File: src/sv/srrd_pkg.sv
// ----------------------------------------------------------------------------
// srrd_pkg
// Shared constants and types for the scan reply range decoder.
// ----------------------------------------------------------------------------
`default_nettype none

package srrd_pkg;

  // Scan size limit; the value counter is sized so it can hold this count.
  localparam int MAX_ELEMENTS = 1024;
  localparam int CNT_W        = $clog2(MAX_ELEMENTS + 1);

  localparam int BYTE_W  = 8;
  localparam int DIGIT_W = 6;
  localparam int PART_W  = 2 * DIGIT_W;
  localparam int VAL_W   = 3 * DIGIT_W;
  localparam int IDX_W   = 10;
  localparam int ELEM_W  = 11;
  localparam int HDR_W   = 3;
  localparam int CMP_W   = (CNT_W > ELEM_W) ? CNT_W : ELEM_W;

  localparam logic [BYTE_W-1:0] LINE_FEED  = 8'h0A;
  localparam logic [BYTE_W-1:0] DIGIT_BASE = 8'h30;

  // Configuration port
  localparam int CFG_IDX_W  = 2;
  localparam int CFG_DATA_W = ELEM_W;
  localparam logic [CFG_IDX_W-1:0] REG_ELEMENT_COUNT = 2'd0;
  localparam logic [CFG_IDX_W-1:0] REG_HEADER_LINES  = 2'd1;

  // Digit phases
  localparam logic [1:0] PHASE_FIRST  = 2'd0;
  localparam logic [1:0] PHASE_SECOND = 2'd1;
  localparam logic [1:0] PHASE_THIRD  = 2'd2;

  typedef struct packed {
    logic take;   // push the held character as a digit
    logic clear;  // empty line: restart the reply
  } digit_ctl_t;

  typedef struct packed {
    logic [VAL_W-1:0] range_value;
    logic [IDX_W-1:0] value_index;
    logic             last_value;
  } range_result_t;

endpackage

`default_nettype wire

File: src/sv/srrd_if.sv
// ----------------------------------------------------------------------------
// srrd_if
// Valid/ready channels of the scan reply range decoder.
// ----------------------------------------------------------------------------
`default_nettype none

interface srrd_byte_if;
  import srrd_pkg::*;
  logic              valid;
  logic              ready;
  logic [BYTE_W-1:0] in_byte;
  modport source (output valid, output in_byte, input ready);
  modport sink   (input valid, input in_byte, output ready);
endinterface

interface srrd_range_if;
  import srrd_pkg::*;
  logic             valid;
  logic             ready;
  logic [VAL_W-1:0] range_value;
  logic [IDX_W-1:0] value_index;
  logic             last_value;
  modport source (output valid, output range_value, output value_index,
                  output last_value, input ready);
  modport sink   (input valid, input range_value, input value_index,
                  input last_value, output ready);
endinterface

interface srrd_cfg_if;
  import srrd_pkg::*;
  logic                  valid;
  logic                  ready;
  logic [CFG_IDX_W-1:0]  index;
  logic [CFG_DATA_W-1:0] data;
  modport source (output valid, output index, output data, input ready);
  modport sink   (input valid, input index, input data, output ready);
endinterface

`default_nettype wire

File: src/sv/scan_reply_range_decoder.sv
// ----------------------------------------------------------------------------
// scan_reply_range_decoder
// Byte-wise decoder of a range finder measurement reply into range values.
// ----------------------------------------------------------------------------
// Takes one reply byte per beat on in_ch and emits decoded 18-bit range values
// on out_ch, each with its index in the scan and a last flag on the value at
// the final index of the effective count. The first header_lines lines of a
// reply are skipped; in data lines the character before the line feed
// (checksum) is dropped unchecked, and characters are joined across lines in
// groups of three. An empty line ends the reply and restarts the parser. The
// parser and packer update in the cycle a beat is accepted; each character is
// held back until the next one arrives, so a value is packed into the output
// register when the beat after its third character is accepted. A byte can be
// accepted on every cycle unless stalled: in_ch stalls only while a result
// sits in the output register and out_ch is not ready. Values beyond the
// effective count (element_count capped at MAX_ELEMENTS) are decoded and
// dropped. cfg_ch is always ready; write it only while the block is idle.
// ----------------------------------------------------------------------------
`default_nettype none

module scan_reply_range_decoder (
  input  wire logic   clk,
  input  wire logic   rst_n,
  srrd_byte_if.sink   in_ch,
  srrd_range_if.source out_ch,
  srrd_cfg_if.sink    cfg_ch
);
  import srrd_pkg::*;

  // Configuration registers
  logic [ELEM_W-1:0] element_count_r;
  logic [HDR_W-1:0]  header_lines_r;

  // Line parser state
  logic [HDR_W-1:0]  line_cnt_r,   line_cnt_nxt;
  logic              nonempty_r,   nonempty_nxt;
  logic [BYTE_W-1:0] held_byte_r,  held_byte_nxt;
  logic              held_valid_r, held_valid_nxt;

  // Output register
  logic          out_valid_r;
  range_result_t out_data_r;

  logic          accept;
  digit_ctl_t    ctl;
  logic          res_valid;
  range_result_t res;

  // Accept while the output register is empty or drains this cycle.
  assign in_ch.ready = !out_valid_r || out_ch.ready;
  assign accept      = in_ch.valid && in_ch.ready;
  assign cfg_ch.ready = 1'b1;

  // Line parser: counts lines, skips header lines, holds one byte back so
  // the checksum before each line feed never reaches the packer.
  always_comb begin
    line_cnt_nxt   = line_cnt_r;
    nonempty_nxt   = nonempty_r;
    held_byte_nxt  = held_byte_r;
    held_valid_nxt = held_valid_r;
    ctl            = '0;
    if (accept) begin
      if (in_ch.in_byte == LINE_FEED) begin
        if (!nonempty_r) begin
          // empty line: end of reply
          ctl.clear      = 1'b1;
          line_cnt_nxt   = '0;
          held_byte_nxt  = '0;
          held_valid_nxt = 1'b0;
        end else begin
          // drop the checksum held back
          held_byte_nxt  = '0;
          held_valid_nxt = 1'b0;
          nonempty_nxt   = 1'b0;
          if (line_cnt_r != '1) begin
            line_cnt_nxt = HDR_W'(line_cnt_r + HDR_W'(1));
          end
        end
      end else begin
        nonempty_nxt = 1'b1;
        if (line_cnt_r >= header_lines_r) begin
          ctl.take       = held_valid_r;
          held_byte_nxt  = in_ch.in_byte;
          held_valid_nxt = 1'b1;
        end
      end
    end
  end

  srrd_value_builder u_builder (
    .clk           (clk),
    .rst_n         (rst_n),
    .ctl           (ctl),
    .ch            (held_byte_r),
    .element_count (element_count_r),
    .res_valid     (res_valid),
    .res           (res)
  );

  always_ff @(posedge clk) begin
    if (!rst_n) begin
      element_count_r <= ELEM_W'(769);
      header_lines_r  <= HDR_W'(3);
      line_cnt_r      <= '0;
      nonempty_r      <= 1'b0;
      held_byte_r     <= '0;
      held_valid_r    <= 1'b0;
      out_valid_r     <= 1'b0;
    end else begin
      if (cfg_ch.valid) begin
        case (cfg_ch.index)
          REG_ELEMENT_COUNT: element_count_r <= cfg_ch.data;
          REG_HEADER_LINES:  header_lines_r  <= HDR_W'(cfg_ch.data);
          default: ;
        endcase
      end
      line_cnt_r   <= line_cnt_nxt;
      nonempty_r   <= nonempty_nxt;
      held_byte_r  <= held_byte_nxt;
      held_valid_r <= held_valid_nxt;
      if (res_valid) begin
        out_valid_r <= 1'b1;
      end else if (out_ch.ready) begin
        out_valid_r <= 1'b0;
      end
    end
  end

  // Result payload, no reset needed
  always_ff @(posedge clk) begin
    if (res_valid) begin
      out_data_r <= res;
    end
  end

  assign out_ch.valid       = out_valid_r;
  assign out_ch.range_value = out_data_r.range_value;
  assign out_ch.value_index = out_data_r.value_index;
  assign out_ch.last_value  = out_data_r.last_value;

endmodule

`default_nettype wire

File: src/sv/srrd_value_builder.sv
// ----------------------------------------------------------------------------
// srrd_value_builder
// Packs three six-bit characters into one range value and numbers it.
// ----------------------------------------------------------------------------
`default_nettype none

module srrd_value_builder (
  input  wire logic                        clk,
  input  wire logic                        rst_n,
  input  wire srrd_pkg::digit_ctl_t        ctl,
  input  wire logic [srrd_pkg::BYTE_W-1:0] ch,
  input  wire logic [srrd_pkg::ELEM_W-1:0] element_count,
  output logic                             res_valid,
  output srrd_pkg::range_result_t          res
);
  import srrd_pkg::*;

  logic [1:0]         phase_r,   phase_nxt;
  logic [PART_W-1:0]  partial_r, partial_nxt;
  logic [CNT_W-1:0]   count_r,   count_nxt;

  logic [DIGIT_W-1:0] digit;
  logic [CMP_W-1:0]   limit;
  logic [CMP_W-1:0]   count_ext;

  // Digit wraps modulo 64 for characters outside the code range.
  assign digit = DIGIT_W'(ch - DIGIT_BASE);

  always_comb begin
    if (CMP_W'(element_count) > CMP_W'(MAX_ELEMENTS)) begin
      limit = CMP_W'(MAX_ELEMENTS);
    end else begin
      limit = CMP_W'(element_count);
    end
  end

  assign count_ext = CMP_W'(count_r);

  always_comb begin
    phase_nxt       = phase_r;
    partial_nxt     = partial_r;
    count_nxt       = count_r;
    res_valid       = 1'b0;
    res.range_value = {partial_r, digit};
    res.value_index = IDX_W'(count_r);
    res.last_value  = (CMP_W'(count_ext + CMP_W'(1)) == limit);
    if (ctl.clear) begin
      phase_nxt   = PHASE_FIRST;
      partial_nxt = '0;
      count_nxt   = '0;
    end else if (ctl.take) begin
      case (phase_r)
        PHASE_FIRST: begin
          partial_nxt = PART_W'(digit);
          phase_nxt   = PHASE_SECOND;
        end
        PHASE_SECOND: begin
          partial_nxt = {partial_r[DIGIT_W-1:0], digit};
          phase_nxt   = PHASE_THIRD;
        end
        PHASE_THIRD: begin
          partial_nxt = '0;
          phase_nxt   = PHASE_FIRST;
          if (count_ext < limit) begin
            res_valid = 1'b1;
            count_nxt = CNT_W'(count_r + CNT_W'(1));
          end
        end
        default: begin
          partial_nxt = '0;
          phase_nxt   = PHASE_FIRST;
        end
      endcase
    end
  end

  always_ff @(posedge clk) begin
    if (!rst_n) begin
      phase_r   <= PHASE_FIRST;
      partial_r <= '0;
      count_r   <= '0;
    end else begin
      phase_r   <= phase_nxt;
      partial_r <= partial_nxt;
      count_r   <= count_nxt;
    end
  end

endmodule

`default_nettype wire
File: src/flat_wrapper.sv
// flat-port wrapper written by rule: the top's interface ports become plain ports
module scan_reply_range_decoder_flat import srrd_pkg::*;
  (clk, rst_n, in_ch_valid, in_ch_in_byte, in_ch_ready, out_ch_valid, out_ch_range_value, out_ch_value_index, out_ch_last_value, out_ch_ready, cfg_ch_valid, cfg_ch_index, cfg_ch_data, cfg_ch_ready);
  srrd_byte_if in_ch_i ();
  srrd_range_if out_ch_i ();
  srrd_cfg_if cfg_ch_i ();
  input  wire logic clk;
  input  wire logic rst_n;
  input wire logic [$bits(in_ch_i.valid)-1:0] in_ch_valid;
  input wire logic [$bits(in_ch_i.in_byte)-1:0] in_ch_in_byte;
  output wire logic [$bits(in_ch_i.ready)-1:0] in_ch_ready;
  output wire logic [$bits(out_ch_i.valid)-1:0] out_ch_valid;
  output wire logic [$bits(out_ch_i.range_value)-1:0] out_ch_range_value;
  output wire logic [$bits(out_ch_i.value_index)-1:0] out_ch_value_index;
  output wire logic [$bits(out_ch_i.last_value)-1:0] out_ch_last_value;
  input wire logic [$bits(out_ch_i.ready)-1:0] out_ch_ready;
  input wire logic [$bits(cfg_ch_i.valid)-1:0] cfg_ch_valid;
  input wire logic [$bits(cfg_ch_i.index)-1:0] cfg_ch_index;
  input wire logic [$bits(cfg_ch_i.data)-1:0] cfg_ch_data;
  output wire logic [$bits(cfg_ch_i.ready)-1:0] cfg_ch_ready;
  assign in_ch_i.valid = in_ch_valid;
  assign in_ch_i.in_byte = in_ch_in_byte;
  assign in_ch_ready = in_ch_i.ready;
  assign out_ch_valid = out_ch_i.valid;
  assign out_ch_range_value = out_ch_i.range_value;
  assign out_ch_value_index = out_ch_i.value_index;
  assign out_ch_last_value = out_ch_i.last_value;
  assign out_ch_i.ready = out_ch_ready;
  assign cfg_ch_i.valid = cfg_ch_valid;
  assign cfg_ch_i.index = cfg_ch_index;
  assign cfg_ch_i.data = cfg_ch_data;
  assign cfg_ch_ready = cfg_ch_i.ready;
  scan_reply_range_decoder u_core (.clk(clk), .rst_n(rst_n), .in_ch(in_ch_i), .out_ch(out_ch_i), .cfg_ch(cfg_ch_i));
endmodule
File: config.mk
export PLATFORM = sky130hd
export DESIGN_NAME = scan_reply_range_decoder_flat
export DESIGN_NICKNAME = d
export VERILOG_FILES = /design/src/sv/srrd_pkg.sv /design/src/sv/srrd_if.sv /design/src/sv/scan_reply_range_decoder.sv /design/src/sv/srrd_value_builder.sv /design/src/flat_wrapper.sv
export SDC_FILE = /design/constraint.sdc
export NUM_CORES = 1
export LEC_CHECK = 0
export BUFFER_PORTS_ARGS = -buffer_cell sky130_fd_sc_hd__buf_2
export CORE_ASPECT_RATIO = 0.9
export CORE_MARGIN = 1
export CORE_UTILIZATION = 55
export CTS_BUF_LIST = sky130_fd_sc_hd__clkbuf_8
export DETAILED_ROUTE_END_ITERATION = 10
export HOLD_SLACK_MARGIN = 0.15
export PLACE_DENSITY = 0.77
export SETUP_SLACK_MARGIN = 0.02
export SLEW_MARGIN = 40
export SYNTH_ARGS = -nofsm -noshare
export SYNTH_HDL_FRONTEND = slang
export SYNTH_HIERARCHICAL = 1
export SYNTH_SLANG_ARGS = --single-unit
File: constraint.sdc
create_clock -name clk -period 7.05 [get_ports clk]
set_input_delay 1.41 -clock clk [delete_from_list [all_inputs] [get_ports clk]]
set_output_delay 1.41 -clock clk [all_outputs]
set_load 0.05 [all_outputs]
==> metrics.md <==
| Metric | Value |
|---|---|
| Relative slew margins | `48.30%` |
| Width of the chip | `90.18 µm` |
| Register-to-Register Setup Slack | `2.94 ns` |
| Net count after synthesis | `418` |
| Gr usage total | `19.77%` |
| Power per standard cell area | `195.3 nW/µm²` |
| Hold violation count in the final report | `0` |
| Detailed-routing iteration count for the pre-antenna-repair pass | `4` |
| Post-route DRC | `0` |
| Crit path buf inv count | `2` |
| Mean post-synth cell area | `10.26 µm²` |
| CTS Hold Buffers Added | `0` |
| Final ANT Viol Nets | `0` |
| TritonCTS clock tree | `yes` |
| Peak clock frequency supported by timing | `222.6 MHz` |
| Height of the die | `81.36 µm` |
| Number of max-cap violations | `0` |
| Setup clock skew after layout | `0.01299 ns` |
| Worst Setup Path Type | `input pin to flop` |
| Post-route insts no fill | `509` |
| Synth Warn # | `6` |
| RSZ-0062 raised after global routing | `false` |
| Category of cells accounting for the largest share of critical-path delay | `simple AND/OR/NAND/NOR gates` |
| Via count of the routed design | `2647` |
| Port Buffers | `56` |
| Critical path depth | `10` |
| Clk sinks | `80` |
| End point of the critical path | `u_core/out_ch.value_index[4]$_DFFE_PP_` |
| Final max-slew violation count | `0` |
| CORE AREA | `6656 µm²` |
| Final setup violating endpoints | `0` |
| FP Rows | `28` |
| Peak VDD IR | `0.1153 mV` |
| Resize count post-CTS | `0` |
| CP max stage cell | `sky130_fd_sc_hd__nor4_4` |
| Number of DRC violations after detailed-routing iteration 0 | `174` |
| Routability Congestion | `0.8629` |
| CP Max Fanout | `21` |
| Leakage power | `0.001732 µW` |
| Post-CTS setup buffer count | `0` |
| Shortest clock period the worst path allows after layout | `4.493 ns` |
| CP Data Arrival Time | `4.53 ns` |
| Clk root buf | `sky130_fd_sc_hd__clkbuf_8` |
| Remaining Overflow, GRT | `0` |
| Type of the most critical hold path | `flop to flop` |
| Routed wire length | `6.765 mm` |
| Routed wire length per instance | `13.29 µm` |
| Maximum root-to-sink buffer count | `2` |
| Number of antenna violations at the first check in global routing | `0` |
| Area growth from synthesis to layout | `10.89%` |
| Fin nets | `457` |
| Most common cell after layout, fill and taps aside | `sky130_fd_sc_hd__nand2_1` |
| Cts bufs inserted | `9` |
| Share of the cycle needed by the critical path after routing | `63.73%` |
| FF-to-FF End | `u_core/out_ch.value_index[4]$_DFFE_PP_` |
| Layout cell share with drive strength beyond 1 | `21.72%` |
| Netlist Area Pre-Place | `3849 µm²` |
| Clock latency on the worst-skew pair | `0.35 ns` |
| Top Ports | `58` |
| Die ar. | `7337 µm²` |
| Kind of launch point of the worst setup path | `input pin` |
| Critical register-to-register path startpoint | `u_core/line_cnt_r[0]$_SDFFE_PN0P_` |
| Crit path required time | `7.08 ns` |
| Via count of the first global-routing pass | `2455` |
| Result of the run | `finished clean` |
| Cells along the critical path | `buf_2 -> nand2b_1 -> nand2_1 -> or3b_1 -> nor2_1 -> nand2_4 -> a2111oi_4 -> o21ai_2 -> nor4_4 -> buf_4` |
| Actual transition at the worst max-transition pin | `0.7741 ns` |
| CP Launch Point | `out_ch_ready` |
| Final-layout setup total negative slack | `0 ns` |
| Leading cell types in the layout, fill and taps excluded | `sky130_fd_sc_hd__nand2_1, sky130_fd_sc_hd__buf_2, sky130_fd_sc_hd__dfxtp_1, sky130_fd_sc_hd__edfxtp_1, sky130_fd_sc_hd__nor2_1` |
| Ant. Diodes | `0` |
| Number of instances in the synthesized netlist | `375` |
| R2r worst-path depth | `11` |
| Clock-pin slew on the worst setup and hold paths | `0.09 ns` |
| Global-route wire length before repair | `11.23 mm` |
| Crit. End Element | `flop` |
| # placed instances | `493` |
| Maximum number of pins on one net before global-route repair | `39` |
| H-tree depth reported by CTS | `3` |
| Estimated wirelength of the detail-placed design | `4.939 mm` |
| Initial Utilization | `57.82%` |
| Detail-routed via count per cell | `5.200` |
| Largest incremental delay on the critical path | `0.67 ns` |
-- through the flow --
| stage | util, % | area, µm² | setup WS [ns] | power [µW] | hold WS (ns) |
|---|---|---|---|---|---|
| final | 64.12 | 4268 | 2.557 | 833.7 | 0.4244 |
| after global routing | 64.12 | 4268 | 2.314 | 864.9 | 0.4426 |
| after CTS | 64.12 | 4268 | 2.565 | 842.4 | 0.4311 |
| after detailed placement | 61.32 | 4081 | 2.228 | 533.3 | 0.4195 |
| after global placement | 61.07 | 4065 | 2.029 | 531.8 | 0.4175 |
| after floorplan | - | 3849 | 0.2567 | 518.7 | 0.4086 |
-- power by group --
part,internal (µW),leakage [µW],switching [µW]
registers,478,0.000718,2.67
clock network,134,0.0000859,177
logic,17.6,0.000928,24.7
-- how the worst min path moves through the flow --
stage                                                startpoint                                       to  slack, ns  cells after the start
finish              u_core/u_builder/partial_r[10]$_SDFFE_PP0P_  u_core/out_ch.range_value[16]$_DFFE_PP_       0.42                      0
global route        u_core/u_builder/partial_r[10]$_SDFFE_PP0P_  u_core/out_ch.range_value[16]$_DFFE_PP_       0.44                      0
detailed placement   u_core/u_builder/partial_r[9]$_SDFFE_PP0P_  u_core/out_ch.range_value[15]$_DFFE_PP_       0.42                      0
floorplan            u_core/u_builder/partial_r[6]$_SDFFE_PP0P_  u_core/out_ch.range_value[12]$_DFFE_PP_       0.41                      0
CTS                 u_core/u_builder/partial_r[10]$_SDFFE_PP0P_  u_core/out_ch.range_value[16]$_DFFE_PP_       0.43                      0
global placement    u_core/u_builder/partial_r[10]$_SDFFE_PP0P_  u_core/out_ch.range_value[16]$_DFFE_PP_       0.42                      0
-- layout make-up --
class,count,area (µm²)
repair buffers,57,287.8
inverters,12,45.04
clock inverters,7,62.56
multi-input cells,254,1744
well taps,90,112.6
clock buffers,9,123.9
fillers,580,2389
flip-flops and latches,80,1892
-- per-layer routing --
layer / wire [µm] / GRT usage (%) / vias up
met5: 0 / 0 / -
li1: - / - / 1368
met4: 140 / 9.194 / 0
met2: 2941 / 31.07 / 72
met3: 332 / 4.775 / 11
met1: 3351 / 26.05 / 1196
-- registers in the layout, indices dropped and copies added (netlist names) --
register,cells
u_core/nonempty_r,1
u_core/element_count_r,11
u_core/u_builder/phase_r,2
u_core/u_builder/count_ext,11
u_core/line_cnt_r,3
u_core/header_lines_r,3
u_core/out_ch.range_value,18
u_core/out_ch.valid,1
u_core/held_byte_r,6
u_core/out_ch.value_index,10
u_core/held_valid_r,1
u_core/out_ch.last_value,1
u_core/u_builder/partial_r,12
Power figures use the tool's default switching activity.
